### config.mk
export PLATFORM = sky130hd
export DESIGN_NAME = segi_div
export DESIGN_NICKNAME = d
export VERILOG_FILES = /design/src/hdl/segi_div.sv
export SDC_FILE = /design/constraint.sdc
export NUM_CORES = 1
export LEC_CHECK = 0
export BUFFER_PORTS_ARGS = -buffer_cell sky130_fd_sc_hd__buf_2
export CORE_AREA = 2 2 125 127
export CTS_BUF_LIST = sky130_fd_sc_hd__clkbuf_16
export DETAILED_ROUTE_END_ITERATION = 16
export DIE_AREA = 0 0 127 129
export MAX_ROUTING_LAYER = met4
export PLACE_DENSITY_LB_ADDON = 0.05
export RECOVER_POWER = 25
export SLEW_MARGIN = 20
export SYNTH_ARGS = -nofsm -noshare
export SYNTH_HDL_FRONTEND = slang
export SYNTH_SLANG_ARGS = --single-unit
### constraint.sdc
create_clock -name clk -period 5.55 [get_ports clk]
set_input_delay 1.11 -clock clk [delete_from_list [all_inputs] [get_ports clk]]
set_output_delay 1.11 -clock clk [all_outputs]
set_load 0.05 [all_outputs]
### src/hdl/segi_div.sv
// restoring serial divider, one quotient bit per cycle
module segi_div #(
  parameter int NW = 64,
  parameter int DW = 37
) (
  input  logic          clk,
  input  logic          rst_n,
  input  logic          start,
  input  logic [NW-1:0] num,
  input  logic [DW-1:0] den,
  output logic          done_r,
  output logic [NW-1:0] quo_r
);

  localparam int CW = $clog2(NW + 1);

  logic [DW-1:0] rem_r;
  logic [DW-1:0] den_r;
  logic [CW-1:0] cnt_r;
  logic          busy_r;
  logic [DW:0]   rem_sh;
  logic          ge;
  logic [DW:0]   diff;

  always_comb begin
    rem_sh = {rem_r, quo_r[NW-1]};
    ge     = rem_sh >= {1'b0, den_r};
    diff   = rem_sh - {1'b0, den_r};
  end

  always_ff @(posedge clk) begin
    if (!rst_n) begin
      busy_r <= 1'b0;
      done_r <= 1'b0;
      cnt_r  <= '0;
    end else begin
      done_r <= 1'b0;
      if (start) begin
        busy_r <= 1'b1;
        cnt_r  <= '0;
      end else if (busy_r) begin
        cnt_r <= cnt_r + 1'b1;
        if (cnt_r == CW'(NW - 1)) begin
          busy_r <= 1'b0;
          done_r <= 1'b1;
        end
      end
    end
  end

  always_ff @(posedge clk) begin
    if (start) begin
      quo_r <= num;
      rem_r <= '0;
      den_r <= den;
    end else if (busy_r) begin
      rem_r <= ge ? diff[DW-1:0] : rem_sh[DW-1:0];
      quo_r <= {quo_r[NW-2:0], ge};
    end
  end

endmodule

==> flow_summary.toml <==
[route]
via_per_inst = 5.560
via_count = 6110
drtIter0Drc = 434
first_pass_iters = 5
wirelength_mm = 18.10
ant_nets = 0
drc = 0
wl_per_cell_um = 16.47

[synthesis]
ys_top_cells_by_area = "edfxtp_1, dfxtp_1, mux2_2"
synth_ff_type = "edfxtp_1"
synth_edf_count = 101
synth_top_area_share_pct = 37.21
yosysTopAreaCell = "edfxtp_1"
ys_warn_count = 0
synth_cell_types = 65
synth-seq-cells = 147
synthesis.nets = 889
syn-cell-area_mm2 = 0.008150
yosysSeqAreaShare_pct = 48.51
synthArstFlopShare_pct = 0
synth.avg_cell_area_um2 = 10.93
syn_inst = 746

[setup_path]
worst_setup_path_start_kind = "primary input"
crit_top_cell = "buf_4"
endpoint_kind = "register"
cp_data_arrival_time_ns = 4.15
slowest_delay_ns = 1.18
worstPathRequired_ns = 5.73
crit_family = "buffers and inverters"
rr_worst_depth = 14
cpMaxStageDelayCell = "clkbuf_1"
crit_buf_inv = 3
critPathKind = "primary input to register"
crit_fanout = 57
path_cells = "clkbuf_1, buf_4, buf_4, mux2_2"
cp.depth = 4

[cts]
clock_latency_ns = 0.44
cts_tree = "done"
root_buffer = "clkbuf_16"
htreeDepth = 4
clockBufferDepth = 2
cts.sinks = 147
post-cts-setup-buffers = 0
postCtsHoldBufs = 0
cts_buffers = 17
cts_resized = 0
clk_pin_slew_worst_paths_ns = 0.06

[floorplanning]
coreArea_mm2 = 0.01498
ioPinCount = 169
die_y_um = 129
rows = 45
initial_core_util_pct = 54.42
die_w_um = 127
die_area_mm2 = 0.01638

[finish]
post-route-util_pct = 63.97
final_common_cell = "buf_2"
nets = 1040
n_fill_cell = 1232
area_growth_pct = 17.55
final_cell_mix = "buf_2, edfxtp_1, nor2_1"
drive_gt1_share_pct = 31.87

[global_routing]
grt_pass1_wl_mm = 28.91
antenna_found_initial = 1
gr-total-overflow = 0
grt_pass1_vias = 6065
grt_max_degree = 69
grt_use_total_pct = 22.81

[timing]
slew_headroom_pct = -10.63
finalCritPeriodShare_pct = 71.50
finalMaxSlewViolations = 33
fmax_mhz = 252.0
worstMarginPinSlew_ns = 1.660
finalClockSkew_ns = 0.01120
tns_ns = 0
fin_ws_ns = 1.582
hold_viol = 0
grt_setup_unrepaired = "false"
period_minus_slack_ns = 3.968
setup_viol = 0

[run_status]
status = "finished with violations"
violations = "capacitance limit, slew limit"

[place]
io_buffers = 168
dp_slack_ns = 1.700
dp_hpwl_mm = 12.77
gp_congestion = 0.9478

[worst_hold_path]
min_path_cells = 2
hold_path_class = "register to register"

[power]
power_leakage_nw = 4.170
p_per_area_mw_per_mm2 = 337.5
max-vdd-ir-drop_mv = 0.2749

[flow_run]
cap_violations = 1
## cell families after synthesis
group / count (synthesis) / synth area share (%)
AO/OA/AOI/OAI: 185 / 15.43
XOR/XNOR: 29 / 3.116
adder cells (fa/ha/maj): 39 / 6.079
buffers and inverters: 91 / 5.757
flip-flops: 147 / 48.51
multiplexers: 82 / 11.13
AND/OR/NAND/NOR: 173 / 9.979
## report_power, final
group | internal (mW) | switching (mW)
Combinational | 0.258 | 0.471
Clock | 0.674 | 0.501
Sequential | 1.28 | 0.0488
## flip-flops by register name, summed over array words and instances (netlist names)
| name | count |
|---|---|
| rem_r | 37 |
| den_r | 37 |
| done_r | 1 |
| busy_r | 1 |
| cnt_r | 7 |
| quo_r | 64 |
## synthesized netlist by cell type, drive strengths merged, types with 3 or more instances
| cell type | count |
|---|---|
| a211oi | 32 |
| a21o | 19 |
| a21oi | 67 |
| a221oi | 3 |
| a311oi | 3 |
| a31oi | 6 |
| and3 | 7 |
| buf | 11 |
| clkbuf | 27 |
| dfxtp | 46 |
| edfxtp | 101 |
| ha | 38 |
| inv | 50 |
| mux2 | 69 |
| mux2i | 13 |
| nand2 | 30 |
| nand2b | 5 |
| nand3 | 12 |
| nand4 | 10 |
| nor2 | 73 |
| nor2b | 8 |
| nor3 | 15 |
| o211ai | 3 |
| o21a | 5 |
| o21ai | 18 |
| o21bai | 12 |
| o31a | 3 |
| or3 | 4 |
| xnor2 | 16 |
| xor2 | 13 |
## path summary, 6_finish.rpt
path	start	end	slack, ns
worst max-delay path	start	quo_r[63]	1.58
worst min-delay path	rem_r[30]	rem_r[30]	0.50
worst max register to register	quo_r[63]	rem_r[21]	1.70
worst min register to register	rem_r[30]	rem_r[30]	0.50
## stage by stage
stage          instances  hold slack (ns)  cell area (um^2)  power [mW]
3_5_place_dp        1066           0.4826              8987       2.076
5_1_grt             1099           0.5160              9580       3.366
6_report            1099           0.5035              9580       3.234
2_1_floorplan        746           0.4531              8150       1.918
4_1_cts             1098           0.5004              9582       3.254
3_3_place_gp        1066           0.4636              8987       2.065
## tightest hold or removal path: stages (launching register included)
cell     delay (ns)
dfxtp_1        0.33
nor2_1         0.09
nor3_1         0.05
## layer usage
metal / wire, um / vias up / part of all wire [%] / global-route usage [%]
li1: - / 3044 / - / -
met1: 8171 / 2859 / 45 / 28.33
met2: 8503 / 181 / 47 / 36.24
met3: 1133 / 26 / 6.3 / 6.694
met4: 289 / 0 / 1.6 / 7.111
met5: 0 / - / 0 / -
## cell type report
type	instances	area, um^2	area share [%]
tap	188	235.2	2.455
timing repair buffer	173	877.1	9.155
sequential	147	3955	41.28
clock inverter	15	168.9	1.763
clock buffer	17	425.4	4.440
multi-input combinational	508	3729	38.92
inverter	50	187.7	1.959
antenna	1	2.502	0.02612
Power figures use the tool's default switching activity.
