===== config.mk =====
export PLATFORM = sky130hd
export DESIGN_NAME = segi_mul
export DESIGN_NICKNAME = d
export VERILOG_FILES = /design/src/hdl/segi_pkg.sv /design/src/hdl/segi_mul.sv
export SDC_FILE = /design/constraint.sdc
export NUM_CORES = 1
export LEC_CHECK = 0
export ABC_AREA = 1
export BUFFER_PORTS_ARGS = -buffer_cell sky130_fd_sc_hd__buf_2
export CAP_MARGIN = 20
export CORE_MARGIN = 2
export CORE_UTILIZATION = 60
export DETAILED_ROUTE_END_ITERATION = 8
export GPL_TIMING_DRIVEN = 0
export PLACE_DENSITY = 0.78
export SYNTH_ARGS = -nofsm -noshare
export SYNTH_HDL_FRONTEND = slang
export SYNTH_SLANG_ARGS = --single-unit

===== constraint.sdc =====
create_clock -name clk -period 7 [get_ports clk]
set_input_delay 0.7 -clock clk [delete_from_list [all_inputs] [get_ports clk]]
set_output_delay 0.7 -clock clk [all_outputs]
set_load 0.02 [all_outputs]

===== src/hdl/segi_pkg.sv =====
// shared types, widths and codes for the segment intersection block
package segi_pkg;

  localparam int COORD_W        = 16;
  localparam int OUT_W          = 20;
  localparam int CNT_OUT_W      = 9;
  localparam int BOUND_W        = 12;
  localparam int CFG_IDX_W      = 4;
  localparam int CFG_DATA_W     = 12;
  localparam int MAX_POINTS_DEF = 256;
  localparam int FRAC_BITS_DEF  = 4;
  localparam int NEAR_PIXELS    = 15;
  localparam int DIFF_W         = COORD_W + 1;
  localparam int MUL_W          = 19;
  localparam int PROD_W         = 2 * MUL_W;
  localparam int ACC_W          = 36;
  localparam int NUM_W          = 53;
  localparam int LO_SPLIT       = 18;
  localparam int ENTRY_W        = 32;
  localparam logic [BOUND_W-1:0] WIDTH_RST  = 12'd640;
  localparam logic [BOUND_W-1:0] HEIGHT_RST = 12'd480;

  localparam logic [CFG_IDX_W-1:0] REG_WIDTH  = 4'd0;
  localparam logic [CFG_IDX_W-1:0] REG_HEIGHT = 4'd1;

  localparam logic CMD_TEST  = 1'b0;
  localparam logic CMD_CLEAR = 1'b1;

  typedef struct packed {
    logic                      cmd;
    logic signed [COORD_W-1:0] a_start_x;
    logic signed [COORD_W-1:0] a_start_y;
    logic signed [COORD_W-1:0] a_end_x;
    logic signed [COORD_W-1:0] a_end_y;
    logic signed [COORD_W-1:0] b_start_x;
    logic signed [COORD_W-1:0] b_start_y;
    logic signed [COORD_W-1:0] b_end_x;
    logic signed [COORD_W-1:0] b_end_y;
  } in_item_t;

  typedef struct packed {
    logic                    hit;
    logic                    in_bounds;
    logic                    stored;
    logic                    table_full;
    logic signed [OUT_W-1:0] point_x;
    logic signed [OUT_W-1:0] point_y;
    logic [CNT_OUT_W-1:0]    point_count;
  } out_item_t;

endpackage


===== src/hdl/segi_mul.sv =====
// registered signed multiplier shared by all products
module segi_mul (
  input  logic                              clk,
  input  logic signed [segi_pkg::MUL_W-1:0] mul_a,
  input  logic signed [segi_pkg::MUL_W-1:0] mul_b,
  output logic signed [segi_pkg::PROD_W-1:0] prod_r
);

  always_ff @(posedge clk) begin
    prod_r <= mul_a * mul_b;
  end

endmodule


==> results of run 1 <==
## cells in the mapped netlist, types with 2 or more instances
| master | n |
|---|---|
| a21oi_1 | 25 |
| and3_1 | 2 |
| buf_1 | 15 |
| clkbuf_1 | 60 |
| dfxtp_1 | 38 |
| fa_1 | 369 |
| ha_1 | 113 |
| inv_1 | 637 |
| nand2_1 | 568 |
| nand2_2 | 6 |
| nand3_1 | 28 |
| nand3_2 | 2 |
| nand4_1 | 5 |
| nor2_1 | 55 |
| nor3_1 | 5 |
| nor3_2 | 2 |
| o21ai_0 | 7 |
| o21bai_1 | 6 |
| or2_2 | 5 |
| xnor2_1 | 4 |
| xor2_1 | 17 |
## what timing repair did
action | 4_1_cts | 5_1_grt
setup buffers | 0 | 4
endpoints found under the setup margin | 8 | 19
resized for setup | 9 | 60
pin swaps | 0 | 1
gates cloned | 0 | 0
## final cells by class
class,instances,share of cell area [%]
Multi-Input combinational cell,1224,73.3
Timing Repair Buffer,43,1.39
Clock buffer,5,0.772
Tap cell,330,2.55
Inverter,638,14.8
Buffer,74,2.11
Clock inverter,3,0.424
Sequential cell,38,4.69
## per-layer routing
layer | global-route usage [%] | vias up | routed length (um)
met2 | 53.1 | 650 | 19300
met3 | 7.78 | 147 | 4290
met4 | 14.1 | 0 | 2140
met1 | 42.6 | 5993 | 15200
met5 | 0 | - | 0
li1 | - | 5535 | -
## cells by family (layout without fill, tap and decap cells)
kind of cell	Yosys count	count (layout)	synth area share, %
XOR/XNOR	21	21	1.20
adder cells (fa/ha/maj)	482	482	57.5
buffers and inverters	713	763	17.5
flip-flops	38	38	4.97
AO/OA/AOI/OAI	39	39	1.39
AND/OR/NAND/NOR	682	682	17.5
## worst max-delay path by stage
stage	startpoint	end	slack, ps	cells after the start
after CTS	mul_a[16]	prod_r[36]$_DFF_P_	1	23
after detailed placement	mul_a[18]	prod_r[35]$_DFF_P_	-720	23
final	mul_a[3]	prod_r[36]$_DFF_P_	160	21
after global routing	mul_a[15]	prod_r[36]$_DFF_P_	-8	23
after floorplan	mul_b[2]	prod_r[32]$_DFF_P_	480	24
after global placement	mul_a[18]	prod_r[32]$_DFF_P_	-690	24
## metrics by stage
stage / worst slack [ps] / TNS, ps
final: 163 / 0
after global routing: -8.50 / -8.50
after CTS: 1.06 / 0
after detailed placement: -721 / -6790
after global placement: -690 / -6140
after floorplan: 482 / 0
## worst min-delay path, delay by kind of cell
kind	cells	cell delay [ps]
buffers and inverters	2	360
and+or+nand+nor	1	180
==> summary.txt, run 1 <==
Status
  – Status: complete, no violations

Critical path
  – CP Buf/Inv Count: 4
  – Max FO, Critical Path: 10
  – Crit-path slowest cell: clkbuf_1
  – Setup CP Type: input port to flip-flop
  – Crit path max-delay family: adder cells
  – Worst Path Required: just over 7000 ps
  – CP dominant cell by count: fa_1
  – CP max stage delay: roughly 630 ps
  – Critical path cell sequence: clkbuf_1, clkbuf_1, nand2_1, fa_1, inv_1, fa_1, fa_1, fa_1, fa_1, fa_1, fa_1, ha_1, nand2_2, nor2_1, inv_1, nor3_2, nand2_1, nand2_2, nand2_1, nand3_1, nand2_1
  – Critical path startpoint category: input port
  – Crit path DAT: ~7000 ps
  – Critical Path Sink Type: flip-flop

Floorplan
  – I/O pin count: between 70 and 80
  – FP Rows: a little under 60
  – Die Wd: about 160 um
  – Die ar.: between 20000 and 30000 um2
  – Initial Util: 61.0%
  – Die height: ~160 um
  – Core ar.: around 25000 um2

Clock tree
  – TritonCTS clock tree: yes
  – CTS max path bufs: 2
  – CTS sink cnt: 38
  – CTS root buf: clkbuf_16
  – CTS Hold Buffers Added: 0
  – H-tree Lvls: 2
  – Clk slew on worst S/H paths: 60 ps
  – CTS buffer count: 5

Yosys
  – Ys async rst share: 0%
  – Number of library cell types mapped by synthesis: 27
  – Top post-synthesis cells by area: fa_1 (48%), inv_1 (16%), nand2_1 (14%), ha_1 (9.2%), dfxtp_1 (5.0%)
  – Synth warn: 0
  – Post-Syn Instances: roughly 2000
  – Synth Register Bits: 38
  – Primary FF master, synth: dfxtp_1
  – Number of synthesized flops with an enable pin: 0
  – Synthesized area: roughly 15000 um2
  – Syn_nets: ~2500
  – Post-synth top area share: between 40% and 50%
  – Mean Syn Cell Area: 7.76 um2
  – Seq/Total Area, Yosys: under 10%
  – Largest area contributor in the netlist: fa_1

Routing
  – Pre-Repair DR Iteration Count: 6
  – Via count: 12300
  – WL/cell: between 15 and 20 um
  – Iteration-0 DRC Markers: ~1100
  – Post-DRT Antenna Nets: 0
  – Drt drc: 0
  – Drt total wl: just over 40 mm
  – Detailed-route vias per instance: approximately 5.2

STA
  – Final worst path period need: ~7000 ps
  – Max_slew headroom: roughly 39%
  – Final hold vios: 0
  – Slew Limit Fails: 0
  – Final worst-path cycle share: between 90% and 100%
  – Hold slack: 1010 ps
  – Setup violators final: 0
  – Peak Freq: between 0.1 and 0.15 GHz
  – Unrepaired setup endpoints after global routing: yes
  – Worst-margin pin slew: just over 900 ps

Hold path
  – Worst hold start: mul_b[0]
  – Hold depth: 3
  – Worst Hold Class: input port to flip-flop
  – Hold EP: prod_r[0]$_DFF_P_

Placement
  – Placed insts: 2344
  – Placer congestion estimate: just under 1
  – Placement Cell Area: between 15000 and 20000 um2
  – Port bufs: 39
  – Post-DP HPWL: 34.6 mm

Layout
  – Most frequent cells in the layout: inv_1 (637), nand2_1 (568), fa_1 (368)
  – Commonest non-fill, non-tap cell in the layout: inv_1
  – Antenna cells: 0
  – Filler cell count: between 2000 and 2500
  – Fraction of layout cells with a size suffix above 1: ~5.2%
  – Max reg flops: 38
  – FF/Latch Area: around 760 um2
  – Area of the multi-input gates: ~12000 um2
  – Area growth syn-to-layout: 5.87%
  – Biggest register: prod_r
  – Largest regs: prod_r: 38 flops
  – Design area: roughly 16000 um2
  – Layout Utilization: between 60% and 70%
  – Fin cells: ~2400
  – Net count, final: ~2500

Global routing
  – First-pass GRT wire length: 66.7 mm
  – Gr usage total: about a third
  – Largest net degree at the start of global routing: 14
  – Initial antenna violation count: 0
  – GRT overflow: 0
  – Number of global-route vias before repair: 13000

Run
  – Max-Cap Viols: 0
Power of run 1 is not shown: default switching activity piles up to over one toggle a cycle in this logic, so the estimate is an artifact.
==> run 2, diff against run 1 <==
--- a/config.mk
+++ b/config.mk
@@ -8,7 +8,6 @@
 export ABC_AREA = 1
 export BUFFER_PORTS_ARGS = -buffer_cell sky130_fd_sc_hd__buf_2
 export CAP_MARGIN = 20
-export CORE_MARGIN = 2
 export CORE_UTILIZATION = 60
 export DETAILED_ROUTE_END_ITERATION = 8
 export GPL_TIMING_DRIVEN = 0
==> run 2 against run 1 <==
  * The flow now finishes with violations (design-rule violations)
  * Final cell count decreased by 0.17%
  * Hold slack worse by 57 ps
  * First-iteration DRC count down 14%
  * Utilization fell by 0.24 points
  * Routed wire length increased by 1.9%
  * Critical path depth up 1
  * Worst setup slack improved by 38 ps
  * Sequential cell count is the same
  * Non-clock buffer count shrank 4
  * Sequential share of layout area hardly changed
  * Fmax is 0.56% higher
  * Clock-buffer cell count is the same
==> summary.txt, run 2 (synthesis gave the netlist of run 1 again) <==
Layout
  – Filler cell count: 2199 (+1.1%)
  – Max reg flops: 38 (unchanged)
  – Biggest register: prod_r
  – Most frequent cells in the layout: inv_1 (637), nand2_1 (568), fa_1 (368)
  – Commonest non-fill, non-tap cell in the layout: inv_1
  – Area growth syn-to-layout: 5.47%
  – Net count, final: 2541 (-0.16%)
  – Largest regs: prod_r: 38 flops
  – Antenna cells: 0 (unchanged)
  – Fraction of layout cells with a size suffix above 1: 4.75% (-0.48 points)

STA
  – Final worst-path cycle share: 97.1% (-0.55 points)
  – Slew Limit Fails: 0 (unchanged)
  – Max_slew headroom: 42.7% (+3.9 points)
  – Peak Freq: 0.147 GHz (+0.56%)
  – Final worst path period need: 6800 ps (-38.3 ps)
  – Unrepaired setup endpoints after global routing: yes
  – Final hold vios: 0 (unchanged)
  – Setup violators final: 0 (unchanged)
  – Final critical-path setup slack: 201 ps (+38.3 ps)
  – Worst-margin pin slew: 859 ps (-58.8 ps)

Global routing
  – Number of global-route vias before repair: 13100 (+1.2%)
  – Initial antenna violation count: 0 (unchanged)
  – First-pass GRT wire length: 67.5 mm (+1.2%)
  – GRT overflow: 0 (unchanged)
  – Gr usage total: 34.1% (+1.3 points)
  – Largest net degree at the start of global routing: 20 (+6)

Clock tree
  – Clk slew on worst S/H paths: 60 ps (about the same)
  – CTS root buf: clkbuf_16
  – CTS sink cnt: 38 (unchanged)
  – CTS max path bufs: 2 (unchanged)
  – TritonCTS clock tree: yes
  – CTS Hold Buffers Added: 0 (unchanged)
  – H-tree Lvls: 2 (unchanged)
  – CTS buffer count: 5 (unchanged)
  – Post-CTS setup buffers: 0 (unchanged)

Critical path
  – CP dominant cell by count: fa_1
  – CP max stage delay: 800 ps (+170 ps)
  – Crit path max-delay family: adder cells
  – Critical Path Sink Type: flip-flop
  – Crit-path slowest cell: fa_1
  – Critical path cell sequence: clkbuf_1, clkbuf_1, nand2_1, fa_1, inv_1, fa_1, fa_1, fa_1, fa_1, inv_1, fa_1, inv_1, ha_1, ha_1, a21oi_1, inv_1, a21oi_1, o21ai_0, a21oi_1, nand2_1, nand2_1, nand2_1
  – Setup CP Type: input port to flip-flop
  – CP Buf/Inv Count: 6 (+2)
  – Worst Path Required: 7190 ps (about the same)
  – Critical path startpoint category: input port
  – Max FO, Critical Path: 10 (unchanged)
  – Crit path DAT: 6980 ps (-50 ps)

Floorplan
  – Die ar.: 26200 um2 (-2.4%)
  – Core ar.: 25100 um2 (unchanged)
  – Initial Util: 61.0% (unchanged)
  – FP Rows: 58 (unchanged)
  – Die Wd: 162 um (-1.2%)
  – I/O pin count: 77 (unchanged)
  – Die height: 162 um (-1.2%)

Routing
  – Post-DRT Antenna Nets: 0 (unchanged)
  – Iteration-0 DRC Markers: 947 (-14%)
  – Detailed-route vias per instance: 5.24 (about the same)
  – WL/cell: 17.7 um (+2.0%)
  – Drt drc: 1 (+1)
  – Via count: 12300 (-0.14%)
  – Drt total wl: 41.7 mm (+1.9%)
  – Pre-Repair DR Iteration Count: 8 (+2)

Status
  – Status: finished with violations
  – Failing checks: design-rule violations

Hold path
  – Worst Hold Class: input port to flip-flop

Placement
  – Post-DP HPWL: 35.4 mm (+2.1%)
  – Port bufs: 39 (unchanged)
  – Setup WS pre-CTS: -666 ps (+54.8 ps)
  – Placer congestion estimate: 0.986 (+1.0%)

Run
  – Max-Cap Viols: 0 (unchanged)
## run 2: per-stage QoR
stage	utilization [%]	area (um2)	std cells	hold WS, ps	TNS, ps
2_1_floorplan	-	15300	1975	1020	0
3_3_place_gp	63.4	15900	2344	1120	-5170
3_5_place_dp	63.4	15900	2344	1110	-6630
4_1_cts	64.1	16100	2351	921	0
5_1_grt	64.3	16200	2351	967	-62.5
6_report	64.3	16200	2351	948	0
## run 2: layout make-up
type | instances | area [um2] | share of cell area (%)
tap | 330 | 413 | 2.56
sequential | 38 | 761 | 4.71
clock buffer | 5 | 125 | 0.774
multi-input combinational | 1224 | 11900 | 73.6
clock inverter | 3 | 45.0 | 0.279
buffer | 74 | 339 | 2.10
inverter | 638 | 2390 | 14.8
timing repair buffer | 39 | 195 | 1.21
## run 2: metal layers
metal,wire length (um),global-route usage (%),vias to the layer above
met4,1950,14.2,0
met1,15400,43.4,6056
met3,4020,6.31,140
met2,20400,57.5,585
li1,-,-,5527
met5,0,0,-
## run 2: repair_timing
item | 4_1_cts | 5_1_grt
cloned | 0 | 0
setup endpoints to repair | 8 | 19
resized for setup | 6 | 52
## run 2: final timing paths
check	endpoint	start	slack [ps]	depth (start not counted)
max	prod_r[32]$_DFF_P_	mul_b[9]	200	22
min	prod_r[0]$_DFF_P_	mul_b[0]	950	3
Power of run 2 is left out for the same reason.
